===== src/design/cmg_pkg.sv =====
// ----------------------------------------------------------------------------
// cmg_pkg
// Shared types, constants and helpers of the cylinder mesh generator.
// ----------------------------------------------------------------------------
package cmg_pkg;

    localparam int FRAC_BITS     = 16;
    localparam int MAX_DIV       = 4095;
    localparam int CORDIC_STAGES = 18;
    localparam int DIV_STEP_BITS = 4;
    localparam int DIVIDEND_W    = 44;
    localparam int DIV_STAGES    = DIVIDEND_W / DIV_STEP_BITS;
    localparam int QDEPTH        = 32;
    localparam int QADDR_W       = $clog2(QDEPTH);
    localparam int CNT_W         = $clog2(QDEPTH + 1);
    localparam int IDX_W         = 14;
    localparam logic signed [32:0] CK_GAIN_Q30 = 33'sd652032874;

    typedef enum logic [1:0] {
        KIND_VTX = 2'd0,
        KIND_TRI = 2'd1,
        KIND_ERR = 2'd2
    } kind_t;

    typedef enum logic [2:0] {
        REG_CX  = 3'd0,
        REG_CY  = 3'd1,
        REG_CZ  = 3'd2,
        REG_RAD = 3'd3,
        REG_HGT = 3'd4,
        REG_DIV = 3'd5,
        REG_TOP = 3'd6,
        REG_BOT = 3'd7
    } reg_idx_t;

    typedef struct packed {
        logic signed [31:0] cx;
        logic signed [31:0] cy;
        logic signed [31:0] cz;
        logic        [30:0] rad;
        logic        [30:0] hgt;
        logic        [11:0] div;
        logic               top;
        logic               bot;
    } cfg_t;

    typedef struct packed {
        logic        [11:0] step;
        logic signed [31:0] rx;
        logic signed [31:0] ry;
    } vtx_t;

    function automatic logic [11:0] eff_div(input logic [11:0] div);
        logic [11:0] d;
        d = (div == 12'd0) ? 12'd1 : div;
        if (32'(d) > MAX_DIV)
            d = 12'(MAX_DIV);
        return d;
    endfunction

    function automatic logic signed [31:0] sat32(input logic signed [34:0] v);
        logic signed [31:0] r;
        if (v > 35'sh0_7FFF_FFFF)
            r = 32'sh7FFF_FFFF;
        else if (v < -35'sh0_8000_0000)
            r = 32'sh8000_0000;
        else
            r = v[31:0];
        return r;
    endfunction

    function automatic logic [31:0] atan_turn(input int i);
        logic [31:0] r;
        case (i)
            0:  r = 32'd536870912;
            1:  r = 32'd316933406;
            2:  r = 32'd167458907;
            3:  r = 32'd85004756;
            4:  r = 32'd42667331;
            5:  r = 32'd21354465;
            6:  r = 32'd10679838;
            7:  r = 32'd5340245;
            8:  r = 32'd2670163;
            9:  r = 32'd1335087;
            10: r = 32'd667544;
            11: r = 32'd333772;
            12: r = 32'd166886;
            13: r = 32'd83443;
            14: r = 32'd41722;
            15: r = 32'd20861;
            16: r = 32'd10430;
            17: r = 32'd5215;
            18: r = 32'd2608;
            19: r = 32'd1304;
            20: r = 32'd652;
            21: r = 32'd326;
            22: r = 32'd163;
            23: r = 32'd81;
            24: r = 32'd41;
            25: r = 32'd20;
            26: r = 32'd10;
            27: r = 32'd5;
            28: r = 32'd3;
            29: r = 32'd1;
            30: r = 32'd1;
            default: r = 32'd0;
        endcase
        return r;
    endfunction

endpackage


===== src/design/cmg_div.sv =====
// ----------------------------------------------------------------------------
// cmg_div
// Pipelined restoring divider: phase = round(step * 2^32 / divisions).
// ----------------------------------------------------------------------------
module cmg_div
    import cmg_pkg::*;
(
    input  logic        clk,
    input  logic        rst_n,
    input  logic        valid_in,
    input  logic [11:0] step_in,
    input  logic [11:0] div,
    output logic        valid_out,
    output logic [11:0] step_out,
    output logic [31:0] phase_out
);

    typedef struct packed {
        logic                  v;
        logic [11:0]           step;
        logic [11:0]           rem;
        logic [DIVIDEND_W-1:0] dend;
        logic [31:0]           q;
    } div_st_t;

    div_st_t stage_reg [DIV_STAGES+1];
    div_st_t stage_next [DIV_STAGES];

    always_ff @(posedge clk or negedge rst_n)
    begin
        if (!rst_n)
        begin
            stage_reg[0].v <= 1'b0;
        end
        else
        begin
            stage_reg[0].v    <= valid_in;
            stage_reg[0].step <= step_in;
            stage_reg[0].rem  <= 12'd0;
            stage_reg[0].dend <= {step_in, 32'd0} | DIVIDEND_W'(div[11:1]);
            stage_reg[0].q    <= 32'd0;
        end
    end

    for (genvar k = 0; k < DIV_STAGES; k++)
    begin : g_stage
        always_comb
        begin
            logic [12:0]           r;
            logic [DIVIDEND_W-1:0] d;
            logic [31:0]           q;
            logic                  qb;
            r = {1'b0, stage_reg[k].rem};
            d = stage_reg[k].dend;
            q = stage_reg[k].q;
            for (int j = 0; j < DIV_STEP_BITS; j++)
            begin
                r  = {r[11:0], d[DIVIDEND_W-1]};
                d  = {d[DIVIDEND_W-2:0], 1'b0};
                qb = (r >= {1'b0, div});
                if (qb)
                    r = r - {1'b0, div};
                q = {q[30:0], qb};
            end
            stage_next[k].v    = stage_reg[k].v;
            stage_next[k].step = stage_reg[k].step;
            stage_next[k].rem  = r[11:0];
            stage_next[k].dend = d;
            stage_next[k].q    = q;
        end

        always_ff @(posedge clk or negedge rst_n)
        begin
            if (!rst_n)
                stage_reg[k+1].v <= 1'b0;
            else
                stage_reg[k+1] <= stage_next[k];
        end
    end

    assign valid_out = stage_reg[DIV_STAGES].v;
    assign step_out  = stage_reg[DIV_STAGES].step;
    assign phase_out = stage_reg[DIV_STAGES].q;

endmodule


===== config.mk =====
export PLATFORM = sky130hd
export DESIGN_NAME = cmg_div
export DESIGN_NICKNAME = d
export VERILOG_FILES = /design/src/design/cmg_pkg.sv /design/src/design/cmg_div.sv
export SDC_FILE = /design/constraint.sdc
export NUM_CORES = 2
export LEC_CHECK = 0
export BUFFER_PORTS_ARGS = -buffer_cell sky130_fd_sc_hd__buf_2
export CAP_MARGIN = 20
export CORE_MARGIN = 5
export CORE_UTILIZATION = 45
export DETAILED_ROUTE_END_ITERATION = 8
export PLACE_DENSITY_LB_ADDON = 0.05
export RECOVER_POWER = 100
export SLEW_MARGIN = 20
export SYNTH_ARGS = -nofsm -noshare
export SYNTH_HDL_FRONTEND = slang
export SYNTH_SLANG_ARGS = --single-unit

===== constraint.sdc =====
create_clock -name clk -period 8.85 [get_ports clk]
set_input_delay 0.4425 -clock clk [delete_from_list [all_inputs] [get_ports clk]]
set_output_delay 0.4425 -clock clk [all_outputs]
set_load 0.01 [all_outputs]

==> reports/results.txt <==
synthesized instance count: 4256
Hold Path Class: in -> reg
most common cell after layout, fill and taps aside: buf_4
die height: 320 um
CTS tree: yes
Area Overhead vs Synth: 37.7%
met2 WL: 61700 um
Vias: 36900
Post-DP HPWL: 96300 um
DP Area: 55200 um^2
Final period util: 0.981
CP arrival: 9.09 ns
Remaining DRCs: 0
# setup viols final: 0
CP Launch Type: flop
initial antenna violation count: 0
Fill cells: 8057
GRT overflow: 0
CP Max Fanout: 8
DR top layer: met4
clock slew at reported path FFs: 0.07 ns
Die W: 320 um
Initial Util: 0.454
vias in the first global route: 36700
Setup CP Type: reg -> reg
flops & latches, synth: 531
most frequent cells in the layout: buf_4 (1293), edfxtp_1 (519), ha_1 (441)
endpoints failing hold: 0
H-Tree Depth: 2
max FFs per register: 142
CTS buffer count: 60
die area: 102000 um^2
area fraction of the dominant cell type after synthesis: 0.361
total track usage: 0.235
# port buffers: 71
DR WL met3: 3600 um
clock net sink count: 531
synth warn: 0
nets: 6190
ys flop type: edfxtp_1
CP Data Required Time: 9.26 ns
Mapped Area: 43100 um^2
Post-synth ARST share: 0.0226
post-synth cell types: 96
first-pass GRT wire length: 195000 um
register area share after synthesis: 0.368
IO Pins: 72
achievable frequency: 115 MHz
Crit-path slowest cell: or3_4
wire per inst: 18.0 um
Finished Cell Area: 59400 um^2
Worst Tran Pin Value: 1.03 ns
Mapped Avg Cell Area: 10.1 um^2
clk buf depth: 3
Final min period: 8.68 ns
root buffer cell: clkbuf_16
Worst Setup End Kind: flop
layout cells sized above 1: 0.375
outcome: complete, no violations
DRT antenna net count: 0
Net Count, Synth: 4812
clock skew: 0.0317 ns
Post-synth EDFFs: 519
Pre-antenna DRT Iters: 5
row count: 113
CP max stage delay: 0.39 ns
Vias per Instance: 5.31
max-slew headroom at the worst pin: 0.313
Max Slew Vio Count: 0
max_cap viols: 0
ant diodes: 0
clk_lat worst skew: 0.69 ns
Core ar.: 95000 um^2
most used cell along the critical path: o21ai_2
Synth area leaders: edfxtp_1 (36%), ha_1 (15%), mux2_2 (6.7%)
DRT Wirelength: 125000 um
cell taking the most area after synthesis: edfxtp_1
Iter 0 DRT Violations: 1645
Placer Congestion: 0.898
unrepaired setup endpoints after global routing: true
M1 WL: 56900 um
largest net degree at the start of global routing: 151
==> cells in the mapped netlist (all sizes together) (7+ instances only) <==
| library cell | instances |
|---|---|
| a2111oi | 12 |
| a211o | 15 |
| a211oi | 27 |
| a21boi | 35 |
| a21o | 132 |
| a21oi | 329 |
| a311oi | 8 |
| a31o | 7 |
| a31oi | 28 |
| and2 | 24 |
| and3 | 22 |
| and4 | 13 |
| buf | 79 |
| clkbuf | 34 |
| dfrtp | 12 |
| edfxtp | 519 |
| fa | 26 |
| ha | 503 |
| inv | 220 |
| mux2 | 271 |
| mux2i | 45 |
| nand2 | 274 |
| nand2b | 42 |
| nand3 | 74 |
| nand3b | 8 |
| nand4 | 69 |
| nor2 | 313 |
| nor2b | 70 |
| nor3 | 103 |
| nor3b | 7 |
| nor4 | 22 |
| o211ai | 22 |
| o21a | 79 |
| o21ai | 252 |
| o21bai | 38 |
| o22ai | 8 |
| o311ai | 7 |
| o31a | 23 |
| o31ai | 35 |
| o41ai | 8 |
| or2 | 17 |
| or3 | 27 |
| xnor2 | 227 |
| xor2 | 98 |
==> timing repair <==
item	CTS	global route
setup buffers	5	65
endpoints found under the hold margin	13	0
cloned	0	8
pin swaps	3	122
hold buffers	13	0
setup endpoints to repair	32	128
gates resized for setup	9	310
==> stage by stage <==
step                      setup slack, ns  setup TNS (ns)  hold WS, ns  instances   util
after CTS                          0.0118               0       0.0283       6878  0.604
after floorplan                    -0.481          -42.93        0.147       4256      -
after detailed placement           -0.818          -61.15        0.336       6748  0.581
after global routing               -0.159           -4.78       0.0434       6949  0.625
after global placement             -0.741          -52.80        0.333       6748  0.581
final                               0.171               0       0.0703       6949  0.625
==> worst paths after layout <==
kind                       cells past startpoint            start             endpoint  slack (ns)
min in group asynchronous                      3            rst_n      stage_next[504]        1.39
max reg2reg                                   43   stage_reg[887]       stage_reg[786]        0.17
min                                            2           div[9]  g_stage[0].$2.d[12]        0.07
max                                           43   stage_reg[887]       stage_reg[786]        0.17
max in group asynchronous                      3            rst_n     stage_next[1110]        6.87
min reg2reg                                    0  stage_next[504]      stage_next[403]        0.35
==> worst max-delay path, delay by kind of cell, from the launching register on <==
family	cells	cell delay, ns
AO/OA/AOI/OAI	23	4.19
flip-flops	1	0.37
multiplexers	2	0.60
AND/OR/NAND/NOR	8	1.32
buffers and inverters	6	0.99
adder cells (fa/ha/maj)	4	0.94
==> logic make-up (layout without fill, tap and decap cells) <==
logic type                 count (synthesis)  in the layout  share of synthesized area
and+or+nand+nor                         1100           1101                      0.123
muxes                                    316            316                     0.0819
xor gates and xnor gates                 325            325                     0.0660
buffers and inverters                    334           1761                     0.0345
adders and majority gates                529            529                      0.158
DFF                                      531            531                      0.368
AOI/OAI and AO/OA                       1121           1121                      0.168
==> layer usage <==
| layer | track usage | vias to the layer above |
|---|---|---|
| met5 | 0 | - |
| met4 | 0.0575 | 0 |
| met3 | 0.0253 | 169 |
| met2 | 0.417 | 507 |
| met1 | 0.308 | 17500 |
| li1 | - | 18700 |
==> final cells by class <==
| cell class | instances | area [um^2] | share of cell area |
|---|---|---|---|
| inverters | 221 | 881 | 0.0148 |
| repair buffers | 1428 | 11100 | 0.187 |
| flip-flops and latches | 531 | 15900 | 0.267 |
| clock buffers | 67 | 1530 | 0.0257 |
| multi-input cells | 3392 | 27900 | 0.470 |
| well taps | 1265 | 1580 | 0.0266 |
| clock inverters | 45 | 465 | 0.00784 |
Power is left out: the tool's default activity adds up to more than one toggle a clock period on the data nets, which glitch-free logic cannot reach.
